===== src/rtl/barometer_raw_compensation_defines.svh =====
// Assertion macros shared by the compensation block's modules.
`ifndef BAROMETER_RAW_COMPENSATION_DEFINES_SVH
`define BAROMETER_RAW_COMPENSATION_DEFINES_SVH

`ifndef SYNTHESIS
`define BPRC_ASSERT_IMPL(lbl, ante, cons) \
  lbl: assert property (@(posedge clk) disable iff (rst) (ante) |-> (cons)) \
    else $error("implication check failed");
`define BPRC_ASSERT_NEVER(lbl, cond) \
  lbl: assert property (@(posedge clk) disable iff (rst) !(cond)) \
    else $error("forbidden condition seen");
`else
`define BPRC_ASSERT_IMPL(lbl, ante, cons)
`define BPRC_ASSERT_NEVER(lbl, cond)
`endif

`endif


===== src/rtl/bprc_pkg.sv =====
// Types and constants shared by the compensation block's modules.
package bprc_pkg;

  localparam int Q_DEPTH = 4;
  localparam int Q_AW    = $clog2(Q_DEPTH);
  localparam int Q_CW    = $clog2(Q_DEPTH + 1);

  localparam int TD_N  = 27;  // quotient bits of the temperature division
  localparam int TD_DW = 20;  // divisor magnitude bits of the temperature division
  localparam int PD_N  = 32;  // quotient bits of the pressure division
  localparam int PD_DW = 17;  // divisor bits of the pressure division

  localparam logic [28:0] B6_OFFSET   = 29'd4000;
  localparam logic [11:0] P_SQ_COEF   = 12'd3038;
  localparam logic signed [14:0] P_LIN_COEF = -15'sd7357;
  localparam logic [47:0] P_OFFSET    = 48'd3791;
  localparam logic [31:0] B4_OFFSET   = 32'd32768;
  localparam logic [15:0] PRESS_SCALE = 16'd50000;
  localparam logic [17:0] PRESS_MAX   = 18'h3FFFF;

  typedef enum logic [1:0] {
    REG_TEMP_CAL     = 2'd0,
    REG_PRESS_LINEAR = 2'd1,
    REG_PRESS_SQUARE = 2'd2,
    REG_OVERSAMPLING = 2'd3
  } cfg_reg_t;

  typedef struct packed {
    logic [63:0] temp_cal_words;
    logic [63:0] press_cal_linear;
    logic [31:0] press_cal_square;
    logic [1:0]  oversampling;
  } cfg_t;

  typedef struct packed {
    logic [15:0] raw_temp;
    logic [23:0] raw_press;
  } in_item_t;

  typedef struct packed {
    logic signed [15:0] temp_tenths;
    logic [17:0]        press_pascal;
    logic               div_error;
  } out_item_t;

  typedef struct packed {
    logic signed [18:0] x1;
    logic signed [19:0] den;
    logic [23:0]        up;
    logic               err;
  } q_entry_t;

endpackage


===== src/rtl/bprc_queue.sv =====
// Short queue between the front end and the compensation pipeline.
module bprc_queue import bprc_pkg::*; (
  input  logic            clk,
  input  logic            rst,
  input  logic            push,
  input  q_entry_t        push_data,
  input  logic            pop,
  output q_entry_t        head,
  output logic            empty,
  output logic [Q_CW-1:0] count
);

  q_entry_t        entries [Q_DEPTH];
  logic [Q_AW-1:0] wr_ptr;
  logic [Q_AW-1:0] rd_ptr;
  logic            full;

  always_comb begin
    empty = (count == '0);
    full  = (count == Q_CW'(Q_DEPTH));
    head  = entries[rd_ptr];
  end

  always_ff @(posedge clk) begin
    if (rst) begin
      wr_ptr <= '0;
      rd_ptr <= '0;
      count  <= '0;
    end else begin
      if (push) wr_ptr <= wr_ptr + 1'b1;
      if (pop)  rd_ptr <= rd_ptr + 1'b1;
      count <= count + Q_CW'(push) - Q_CW'(pop);
    end
  end

  always_ff @(posedge clk) begin
    if (push) begin
      entries[wr_ptr] <= push_data;
    end
  end

  `include "barometer_raw_compensation_defines.svh"

  `BPRC_ASSERT_NEVER(a_no_overflow, push && full && !pop)
  `BPRC_ASSERT_NEVER(a_no_underflow, pop && empty)
  `BPRC_ASSERT_IMPL(a_count_bound, 1'b1, count <= Q_CW'(Q_DEPTH))

endmodule


===== config.mk =====
export PLATFORM = sky130hd
export DESIGN_NAME = bprc_queue
export DESIGN_NICKNAME = d
export VERILOG_FILES = /design/src/rtl/bprc_pkg.sv /design/src/rtl/bprc_queue.sv
export VERILOG_INCLUDE_DIRS = /design/src /design/src/rtl
export SDC_FILE = /design/constraint.sdc
export NUM_CORES = 1
export LEC_CHECK = 0
export BUFFER_PORTS_ARGS = -buffer_cell sky130_fd_sc_hd__buf_2
export CORE_MARGIN = 5
export CORE_UTILIZATION = 40
export CTS_CLUSTER_DIAMETER = 100
export DETAILED_ROUTE_END_ITERATION = 8
export SLEW_MARGIN = 40
export SYNTH_ARGS = -nofsm -noshare
export SYNTH_HDL_FRONTEND = slang
export SYNTH_SLANG_ARGS = --single-unit
export TNS_END_PERCENT = 20

===== constraint.sdc =====
create_clock -name clk -period 3.5 [get_ports clk]
set_input_delay 0.875 -clock clk [delete_from_list [all_inputs] [get_ports clk]]
set_output_delay 0.875 -clock clk [all_outputs]
set_load 0.02 [all_outputs]

==> flow_summary.toml <==
[sta]
finalSetupTns_ns = 0
setup_viol = 0
slew_viol_final = 0
tightest_slew_ns = 0.5462
max_freq_ghz = 0.3179
final-hold-violation-count = 0
finalCriticalPeriod_ns = 3.146
post-route-period-util = 0.8988
rsz0062_at_grt = "no"
slew_headroom = 0.6359
hold_ws_ns = 0.5209
skew_ns = 0.02036

[cells_and_area]
area_growth_syn_to_layout_pct = 20.19
fin_nets = 608
fillCellCount = 1987
n_antenna_cell = 0
layoutNonFillerInstCount = 878
drive_gt1_frac = 0.4458

[synthesis]
synth_edf_count = 256
syn_area_per_cell_sq_um = 25.98
synth_cell_types = 21
synth_warnings = 0
async_reset_ff_frac = 0
synth_area_sq_um = 9743
syn_inst = 375
synth_top_flop_cell = "edfxtp_1"
syn_nets = 450
ys_seq_area_frac = 0.8075
synth_area_leader_cell = "edfxtp_1"
synthTopCellsByArea = "edfxtp_1, mux4_2, dfxtp_1"
synth_seq_cells = 265
yosysMostFrequentCell = "edfxtp_1"
netlist.area_leader.share = 0.7890
yosys-top-cells-count = "edfxtp_1, mux4_2, dfxtp_1"

[flow_run]
timing.max_cap.violations = 0

[floorplan]
initial_core_util = 0.4030
coreArea_sq_um = 24180
num_rows = 57
die_x_um = 166.1
die_h_um = 166.1
ios = 136
die-area_sq_um = 27580

[clock_network]
cts_tree = "built"
clock-sinks = 265
htreeDepth = 1
clkLatencyLatePin_ns = 0.53
cts_buffers = 27
root_buffer = "clkbuf_16"
post_cts_resized = 0
clk_pin_slew_ns = 0.06
post_cts_buffers = 0
cts_hold_buf = 0
clockBufferDepth = 3

[setup_path]
crit_path_end_kind = "output port"
critPathMaxFanout = 26
cp.arrival_ns = 2.27
required_ns = 2.62
path_class = "reg2out"
start_kind = "register"

[detailed_routing]
drt-met1-wl_mm = 7.352
detail-route-antenna-nets = 0
drcViolationCount = 0
wl_met3_mm = 1.155
maxUsedRoutingLayer = "met5"
drt-initial-drc-count = 215
dr_wl_met2_mm = 8.888
routedWlPerCell_um = 20.20
wl_mm = 17.74
vias = 4301
dr.pass1.iters = 6
routed_via_density = 4.899

[global_routing]
grt_pass1_wl_mm = 27.76
globalRouteTotalUtil = 0.1276
grt_max_degree = 36
first_global_vias = 4863
overflow = 0
grt_antenna_before_repair = 2

[placement]
numPortBuffers = 135
routabilityCongestion = 0.6901
place_inst = 828
hpwlAfterDp_mm = 10.68

[hold_path]
min_path_type = "reg2reg"

[power_and_ir_drop]
fin_total_pwr_w = 0.007332
cellPowerDensity_nw_per_um2 = 626.1
power.leakage_nw = 3.957
ir_worst_vdd_uv = 431.0

[outcome]
status = "completed"
[registers in the layout, summed over array words and instances, names as in the netlist, named ones only]
register / count
wr_ptr: 2
rd_ptr: 2
count: 3
entries: 256
[layout make-up]
type	count	area [sq um]	area share
timing repair buffer	143	810.8	0.06924
clock inverter	7	112.6	0.009616
inverter	6	22.52	0.001923
sequential	265	7875	0.6725
multi-input combinational	90	1697	0.1449
clock buffer	43	787.0	0.06721
tap	324	405.4	0.03462
[stage by stage]
| step | cell area, sq um | setup slack (ns) | utilization |
|---|---|---|---|
| after floorplan | 9743 | 0.6899 | - |
| after global placement | 10810 | 0.8654 | 0.4471 |
| after detailed placement | 10810 | 0.8396 | 0.4471 |
| after CTS | 11710 | 0.2516 | 0.4843 |
| after global routing | 11710 | 0.1834 | 0.4843 |
| final | 11710 | 0.3544 | 0.4843 |
[where the power goes]
group / total [W] / switching, W / internal, W
sequential: 0.00371 / 0.0000643 / 0.00365
clock: 0.00286 / 0.00110 / 0.00176
combinational: 0.000763 / 0.000435 / 0.000328
[routing by layer]
layer  GRT usage  up-vias
met1      0.1672     2224
li1            -     1915
met3     0.03214       32
met2      0.2141      126
met5           0        -
met4     0.03551        4
[critical path, cell delays in order (launching register included)]
cell	delay, ns
dfxtp_4	0.62
buf_12	0.30
mux4_1	0.59
buf_2	0.18
[cell usage in the layout, fill, tap and decap left out, types with 2 or more instances in the layout]
| master | Yosys | routed |
|---|---|---|
| and2_4 | 0 | 4 |
| buf_12 | 6 | 6 |
| buf_2 | 6 | 135 |
| buf_4 | 0 | 2 |
| bufinv_16 | 0 | 3 |
| clkbuf_1 | 0 | 12 |
| clkbuf_16 | 0 | 28 |
| clkbuf_8 | 0 | 3 |
| clkinv_2 | 0 | 2 |
| dfxtp_1 | 9 | 7 |
| dfxtp_4 | 0 | 2 |
| edfxtp_1 | 256 | 256 |
| ha_1 | 6 | 6 |
| inv_1 | 6 | 6 |
| mux4_1 | 4 | 4 |
| mux4_2 | 60 | 60 |
| nor2_1 | 5 | 5 |
| nor2b_1 | 2 | 2 |
| xnor2_1 | 2 | 2 |
[cells by family (layout without fill, tap and decap cells)]
| kind of cell | after synthesis | in the layout | synth area share |
|---|---|---|---|
| flops | 265 | 265 | 0.8075 |
| mux | 65 | 65 | 0.1505 |
| buf+inv | 20 | 199 | 0.01939 |
| simple gates | 13 | 13 | 0.007062 |
| fa+ha+maj | 7 | 7 | 0.009760 |
| xor+xnor | 3 | 3 | 0.004238 |
| compound gates | 2 | 2 | 0.001541 |
[final timing paths]
check	from	endpoint	slack, ns	depth (start not counted)
worst min-delay path	rd_ptr[1]	register	0.52	2
worst max register to register	wr_ptr[0]	entries[2][50]	1.75	4
worst min register to register	rd_ptr[1]	register	0.52	2
worst max-delay path	register	head[1]	0.35	3
(Power assumes the default switching activity.)
