==> config.mk <==
export PLATFORM = sky130hd
export DESIGN_NAME = bprc_front
export DESIGN_NICKNAME = d
export VERILOG_FILES = /design/src/rtl/barometer_raw_compensation_defines.svh /design/src/rtl/bprc_pkg.sv /design/src/rtl/bprc_front.sv
export SDC_FILE = /design/constraint.sdc
export NUM_CORES = 1
export LEC_CHECK = 0
export ABC_CLOCK_PERIOD_IN_PS = 9300
export BUFFER_PORTS_ARGS = -buffer_cell sky130_fd_sc_hd__buf_2
export CAP_MARGIN = 15
export CELL_PAD_IN_SITES_DETAIL_PLACEMENT = 1
export CELL_PAD_IN_SITES_GLOBAL_PLACEMENT = 1
export CORE_UTILIZATION = 44
export DETAILED_ROUTE_END_ITERATION = 10
export GPL_TIMING_DRIVEN = 0
export PLACE_DENSITY_LB_ADDON = 0.25
export SKIP_CTS_REPAIR_TIMING = 1
export SLEW_MARGIN = 20
export SYNTH_ARGS = -nofsm -noshare
export SYNTH_HDL_FRONTEND = slang
export SYNTH_SLANG_ARGS = --single-unit
==> constraint.sdc <==
create_clock -name clk -period 9.3 [get_ports clk]
set_input_delay 1.395 -clock clk [delete_from_list [all_inputs] [get_ports clk]]
set_output_delay 1.395 -clock clk [all_outputs]
set_load 0.05 [all_outputs]
==> src/rtl/barometer_raw_compensation_defines.svh <==
// Assertion macros shared by the compensation block's modules.
`ifndef BAROMETER_RAW_COMPENSATION_DEFINES_SVH
`define BAROMETER_RAW_COMPENSATION_DEFINES_SVH

`ifndef SYNTHESIS
`define BPRC_ASSERT_IMPL(lbl, ante, cons) \
  lbl: assert property (@(posedge clk) disable iff (rst) (ante) |-> (cons)) \
    else $error("implication check failed");
`define BPRC_ASSERT_NEVER(lbl, cond) \
  lbl: assert property (@(posedge clk) disable iff (rst) !(cond)) \
    else $error("forbidden condition seen");
`else
`define BPRC_ASSERT_IMPL(lbl, ante, cons)
`define BPRC_ASSERT_NEVER(lbl, cond)
`endif

`endif

==> src/rtl/bprc_pkg.sv <==
// Types and constants shared by the compensation block's modules.
package bprc_pkg;

  localparam int Q_DEPTH = 4;
  localparam int Q_AW    = $clog2(Q_DEPTH);
  localparam int Q_CW    = $clog2(Q_DEPTH + 1);

  localparam int TD_N  = 27;  // quotient bits of the temperature division
  localparam int TD_DW = 20;  // divisor magnitude bits of the temperature division
  localparam int PD_N  = 32;  // quotient bits of the pressure division
  localparam int PD_DW = 17;  // divisor bits of the pressure division

  localparam logic [28:0] B6_OFFSET   = 29'd4000;
  localparam logic [11:0] P_SQ_COEF   = 12'd3038;
  localparam logic signed [14:0] P_LIN_COEF = -15'sd7357;
  localparam logic [47:0] P_OFFSET    = 48'd3791;
  localparam logic [31:0] B4_OFFSET   = 32'd32768;
  localparam logic [15:0] PRESS_SCALE = 16'd50000;
  localparam logic [17:0] PRESS_MAX   = 18'h3FFFF;

  typedef enum logic [1:0] {
    REG_TEMP_CAL     = 2'd0,
    REG_PRESS_LINEAR = 2'd1,
    REG_PRESS_SQUARE = 2'd2,
    REG_OVERSAMPLING = 2'd3
  } cfg_reg_t;

  typedef struct packed {
    logic [63:0] temp_cal_words;
    logic [63:0] press_cal_linear;
    logic [31:0] press_cal_square;
    logic [1:0]  oversampling;
  } cfg_t;

  typedef struct packed {
    logic [15:0] raw_temp;
    logic [23:0] raw_press;
  } in_item_t;

  typedef struct packed {
    logic signed [15:0] temp_tenths;
    logic [17:0]        press_pascal;
    logic               div_error;
  } out_item_t;

  typedef struct packed {
    logic signed [18:0] x1;
    logic signed [19:0] den;
    logic [23:0]        up;
    logic               err;
  } q_entry_t;

endpackage

==> src/rtl/bprc_front.sv <==
// Front end: takes readings, forms the first temperature term and flags a zero divisor.
module bprc_front import bprc_pkg::*; (
  input  logic            clk,
  input  logic            rst,
  input  cfg_t            cfg,
  input  logic            start,
  input  in_item_t        item,
  input  logic [Q_CW-1:0] q_count,
  output logic            busy,
  output logic            push,
  output q_entry_t        push_data
);

  logic                 accept;
  logic [Q_CW:0]        occupancy;
  logic [3:0]           shamt;
  logic signed [16:0]   diff;
  logic [23:0]          up_shift;
  logic                 f1_v;
  logic signed [16:0]   f1_diff;
  logic [23:0]          f1_up;
  logic                 f2_v;
  logic signed [33:0]   f2_prod;
  logic [23:0]          f2_up;
  logic signed [18:0]   x1;
  logic signed [19:0]   den;
  logic signed [15:0]   md;

  // Items in flight here still need a queue slot, so they count against it.
  always_comb begin
    occupancy = {1'b0, q_count} + {{Q_CW{1'b0}}, f1_v} + {{Q_CW{1'b0}}, f2_v};
    busy      = occupancy >= (Q_CW + 1)'(Q_DEPTH);
    accept    = start && !busy;
    shamt     = 4'd8 - {2'b00, cfg.oversampling};
    up_shift  = item.raw_press >> shamt;
    diff      = $signed({1'b0, item.raw_temp}) - $signed({1'b0, cfg.temp_cal_words[47:32]});
    md        = $signed(cfg.temp_cal_words[15:0]);
    x1        = f2_prod[33:15];
    den       = {x1[18], x1} + {{4{md[15]}}, md};
  end

  always_comb begin
    push          = f2_v;
    push_data.x1  = x1;
    push_data.den = den;
    push_data.up  = f2_up;
    push_data.err = (den == 20'sd0);
  end

  always_ff @(posedge clk) begin
    if (rst) begin
      f1_v <= 1'b0;
      f2_v <= 1'b0;
    end else begin
      f1_v <= accept;
      f2_v <= f1_v;
    end
  end

  always_ff @(posedge clk) begin
    f1_diff <= diff;
    f1_up   <= up_shift;
    f2_prod <= f1_diff * $signed({1'b0, cfg.temp_cal_words[63:48]});
    f2_up   <= f1_up;
  end

endmodule

==> results.ini, run 1 <==
[critical_path]
worstPathRequired_ns = 9.54
cp-start-kind = input port
critPathCaptureType = register
crit_chain = clkbuf_1 > clkbuf_1 > nand2_1 > fa_1 > inv_1 > fa_1 > inv_1 > fa_1 > inv_1 > fa_1 > fa_1 > inv_1 > fa_1 > inv_1 > ha_1 > inv_1 > o21bai_1 > a221o_1 > o211ai_1 > nand3_1 > a31oi_1 > o21bai_1 > xor2_1
cp_slowest_cell = fa_1
path_delay_family = adder cells
cp_max_fo = 10
worstPathArrival_ns = 7.85
cpPeakStageDelay_ns = 0.58
critPathKind = in2reg
path_buf_inv = 8

[clocking]
clockBufferDepth = 2
root_buffer = clkbuf_16
cts_tree = yes
h-tree-depth = 3
clk-insertion-delay-late_ns = 0.37
cts_buffers = 9
cts_sinks = 86
path_clk_slew_ns = 0.06

[status]
status = complete, no violations

[synth]
async_flop_share_pct = 0
synth-seq-cells = 86
synth_cell_types = 68
ys.flop_type = dfxtp_1
synth_area_leaders = fa_1 (40%), dfxtp_1 (12%), ha_1 (11%)
synth_commonest_cells = inv_1 (373), fa_1 (279), nand2_1 (206)
synth_edf_count = 0
yosysMostFrequentCell = inv_1
synthCells = 1537
netlist.area_leader.share_pct = 39.7
yosysSeqAreaShare_pct = 12.2
netlist_area_sq_mm = 0.0141
avgSynthCellArea_sq_um = 9.15
yosysWarnings = 0
yosysTopAreaCell = fa_1

[placement]
place_hpwl_um = 31500
port_buffers = 150
gp_congestion = 0.901

[grt]
grt_overflow = 0
grt.total_usage_pct = 23.9
antenna_found_initial = 0
grt_pass1_vias = 12158
grt_max_degree = 18
grt_pass1_wl_um = 60700

[sta]
finalCritPeriodShare_pct = 81.8
worstMarginPinSlew_ns = 0.723
min_period_ns = 7.61
slew_violations = 0
fin_tns_setup_ns = 0
finClkSkew_ns = 0.0128
max_clock_freq_mhz = 131
slew-limit-headroom_pct = 51.8
setup_viol = 0
hold_viol_final = 0
rsz0062_at_grt = false

[routing]
ant_nets = 0
wl_um = 36200
dr.pass1.iters = 4
viasPerCell = 5.08
first_iter_violations = 465
drc = 0
routed-via-count = 10714
avgRoutedWirePerCell_um = 17.2

[final_layout]
layout.nets = 2310
antenna_cells = 0
syn_to_final_growth_pct = 11.1
drive_above_1_share_pct = 11.2

[flow_run]
drv_cap = 0

[hold_path]
hold_class = reg2reg

[die]
design.core.area_sq_mm = 0.0315
rows = 65
die_area_sq_mm = 0.0327
io_pins = 274
start_util_pct = 44.7
die_h_um = 181
die_x_um = 181

## cell type report
| class | count | area, sq um |
|---|---|---|
| Tap cell | 402 | 503 |
| Clock buffer | 9 | 225 |
| Multi-Input combinational cell | 1032 | 10800 |
| Inverter | 374 | 1400 |
| Buffer | 48 | 185 |
| Timing Repair Buffer | 150 | 751 |
| Sequential cell | 86 | 1720 |
| Fill cell | 3760 | 15900 |
| Clock inverter | 7 | 63.8 |
## path summary, 6_finish.rpt
path | slack [ns] | startpoint | depth (start not counted) | endpoint
min | 0.33 | f1_up[10]$_DFF_P_ | 0 | f2_up[10]$_DFF_P_
max reg2reg | 2.40 | f1_diff[9]$_DFF_P_ | 21 | f2_prod[33]$_DFF_P_
max | 1.69 | cfg[154] | 23 | f2_prod[33]$_DFF_P_
min reg2reg | 0.33 | f1_up[10]$_DFF_P_ | 0 | f2_up[10]$_DFF_P_
## through the flow
step                      hold slack (ns)  utilization [%]  std cells  setup WS (ns)  instance area [sq um]
after CTS                           0.329             49.6       2108           1.58                  15600
final                               0.327             49.6       2108           1.69                  15600
after floorplan                     0.310                -       1540           2.31                  14100
after detailed placement            0.313             48.7       2092           1.20                  15300
after global placement              0.310             48.7       2092           1.37                  15300
after global routing                0.334             49.6       2108           1.32                  15600
## sequential cells by signal (all words and copies together), names as in the netlist
register,cells
f1_up,24
f2_up,24
f2_prod,19
f1_diff,17
f1_v,1
push,1
## cells in the final DEF, fill, tap and decap left out, types with 3 or more instances in the layout
cell type / synthesis / layout
inv_1: 373 / 373
fa_1: 279 / 279
nand2_1: 206 / 206
buf_2: 1 / 151
ha_1: 122 / 122
and2_1: 113 / 113
dfxtp_1: 86 / 86
clkbuf_1: 42 / 42
nor2_1: 41 / 41
xnor2_1: 35 / 35
a21oi_1: 31 / 31
o21ai_0: 21 / 21
mux2i_1: 20 / 20
nor3_1: 17 / 17
a21o_1: 15 / 15
xor2_1: 12 / 12
nand3_1: 11 / 11
o21a_1: 9 / 9
clkbuf_16: 0 / 9
a31oi_1: 7 / 7
mux2_2: 7 / 7
and3_1: 6 / 6
nor2b_1: 6 / 6
buf_1: 4 / 4
o21bai_1: 4 / 4
o211ai_1: 4 / 4
or3_1: 4 / 4
conb_1: 1 / 4
a211oi_1: 3 / 3
or2_2: 3 / 3
o22ai_1: 3 / 3
nor3b_1: 3 / 3
a2111oi_0: 3 / 3
inv_6: 0 / 3
## routing by layer
metal	up-vias	track usage [%]	share of wire, %
li1	4938	-	-
met1	5502	28.9	41
met2	220	44.0	52
met3	54	3.18	4.1
met4	0	7.52	2.5
met5	-	0	0
## cell families after synthesis
| logic type | share of synthesized area, % |
|---|---|
| adder cells (fa/ha/maj) | 50.6 |
| flip-flops | 12.2 |
| buffers and inverters | 11.3 |
| other | 0.0267 |
| multiplexers | 1.98 |
| XOR/XNOR | 3.04 |
| AO/OA/AOI/OAI | 6.18 |
| AND/OR/NAND/NOR | 14.6 |
Power of run 1 is not shown: default switching activity piles up to over one toggle a cycle in this logic, so the estimate is an artifact.
==> run 2, diff against run 1 <==
ABC_CLOCK_PERIOD_IN_PS = 7470   (was 9300)
clock period = 7.47 ns   (was 9.3 ns; I/O delays follow)
==> results.ini, run 2 (synthesis gave the netlist of run 1 again) <==
[final_layout]
fillCellCount = 3756
layout_commonest_cell = inv_1
layout.nets = 2304
fin_cells = 2102
final_cell_area_sq_mm = 0.0156
syn_to_final_growth_pct = 10.9
final_cell_mix = inv_1 (373), fa_1 (279), nand2_1 (206), buf_2 (151), ha_1 (122)
antenna_cells = 0
largestRegisters = f1_up: 24 flops, f2_up: 24 flops, f2_prod: 19 flops
drive_above_1_share_pct = 11.5
final_util_pct = 49.5

[routing]
drc = 0
routed-via-count = 10699
avgRoutedWirePerCell_um = 17.1
ant_nets = 0
first_iter_violations = 490
wl_um = 36000
dr.pass1.iters = 4
viasPerCell = 5.09

[grt]
grt_pass1_wl_um = 60700
grt_overflow = 0
grt_pass1_vias = 12158
grt_max_degree = 18
grt.total_usage_pct = 23.9
antenna_found_initial = 0

[clocking]
root_buffer = clkbuf_16
cts_buffers = 9
cts_tree = yes
h-tree-depth = 3
path_clk_slew_ns = 0.06
cts_sinks = 86
clk-insertion-delay-late_ns = 0.37
clockBufferDepth = 2

[sta]
worstMarginPinSlew_ns = 0.720
worst_slack_ns = 0.338
slew_violations = 0
rsz0062_at_grt = false
max_clock_freq_mhz = 140
slew-limit-headroom_pct = 52.0
finalCritPeriodShare_pct = 95.5
hold_viol_final = 0
finClkSkew_ns = 0.0128
setup_viol = 0
min_period_ns = 7.13

[die]
die_x_um = 181
die_area_sq_mm = 0.0327
rows = 65
die_h_um = 181
io_pins = 274
start_util_pct = 44.7
design.core.area_sq_mm = 0.0315

[critical_path]
regToRegStartpoint = f1_diff[9]$_DFF_P_
rrSetupSlack_ns = 0.55
cp-start-kind = input port
critPathKind = in2reg
critPathCaptureType = register
r2r_cells = 21
r2r_end = f2_prod[33]$_DFF_P_
worstPathArrival_ns = 7.37
worstPathRequired_ns = 7.71
cp_max_fo = 10

[placement]
gp_congestion = 0.901
port_buffers = 150
placed_cells = 2092
dp_slack_ns = -0.353
place_hpwl_um = 31500
place_area_sq_mm = 0.0153

[hold_path]
holdPathStages = 0
hold_class = reg2reg
min-delay-start = f1_up[10]$_DFF_P_
whs_endpoint = f2_up[10]$_DFF_P_

[status]
status = complete, no violations

[flow_run]
drv_cap = 0

[run 2: changes by cell type in the layout (fill, tap and decap cells not counted), sizes merged]
| cell | previous run | this run |
|---|---|---|
| clkbuf | 51 | 45 |
[run 2: worst max-delay path by stage]
stage                  start                   to  cells after the start
floorplan           cfg[154]  f2_prod[26]$_DFF_P_                     22
global placement    cfg[154]  f2_prod[33]$_DFF_P_                     23
detailed placement  cfg[154]  f2_prod[33]$_DFF_P_                     23
CTS                 cfg[154]  f2_prod[33]$_DFF_P_                     23
global route        cfg[155]  f2_prod[33]$_DFF_P_                     23
finish              cfg[157]  f2_prod[33]$_DFF_P_                     20
[run 2: per-stage QoR]
step           setup TNS (ns)  hold slack [ns]
6_report                    0            0.327
5_1_grt                     0            0.334
4_1_cts                     0            0.329
3_5_place_dp            -1.43            0.313
3_3_place_gp           -0.396            0.310
2_1_floorplan               0            0.310
[run 2: per-layer routing]
layer / up-vias / GRT usage (%) / wire length, um
met5: - / 0 / 0
met3: 50 / 3.18 / 1570
met1: 5487 / 28.9 / 14700
met2: 234 / 44.0 / 18800
li1: 4928 / - / -
met4: 0 / 7.52 / 886
[run 2: cell type report]
| class | count | area, sq um | share of cell area [%] |
|---|---|---|---|
| multi-input cells | 1032 | 10800 | 69.0 |
| flip-flops and latches | 86 | 1720 | 11.0 |
| inverters | 374 | 1400 | 9.00 |
| repair buffers | 150 | 751 | 4.81 |
| well taps | 402 | 503 | 3.23 |
| clock buffers | 9 | 225 | 1.44 |
| plain buffers | 42 | 168 | 1.08 |
| clock inverters | 7 | 63.8 | 0.409 |
[run 2: critical path: stages]
cell and delay, ns:
clkbuf_1 0.43, clkbuf_1 0.53, nand2_1 0.17, fa_1 0.55, fa_1 0.60, fa_1 0.43, fa_1 0.51, fa_1 0.45
fa_1 0.50, inv_1 0.04, ha_1 0.36, a21o_1 0.19, a21o_1 0.18, a221o_1 0.35, a21o_1 0.19, nand2_1 0.10
nand3_1 0.11, a31oi_1 0.31, o21bai_1 0.11, xor2_1 0.15
Power of run 2 is left out for the same reason.
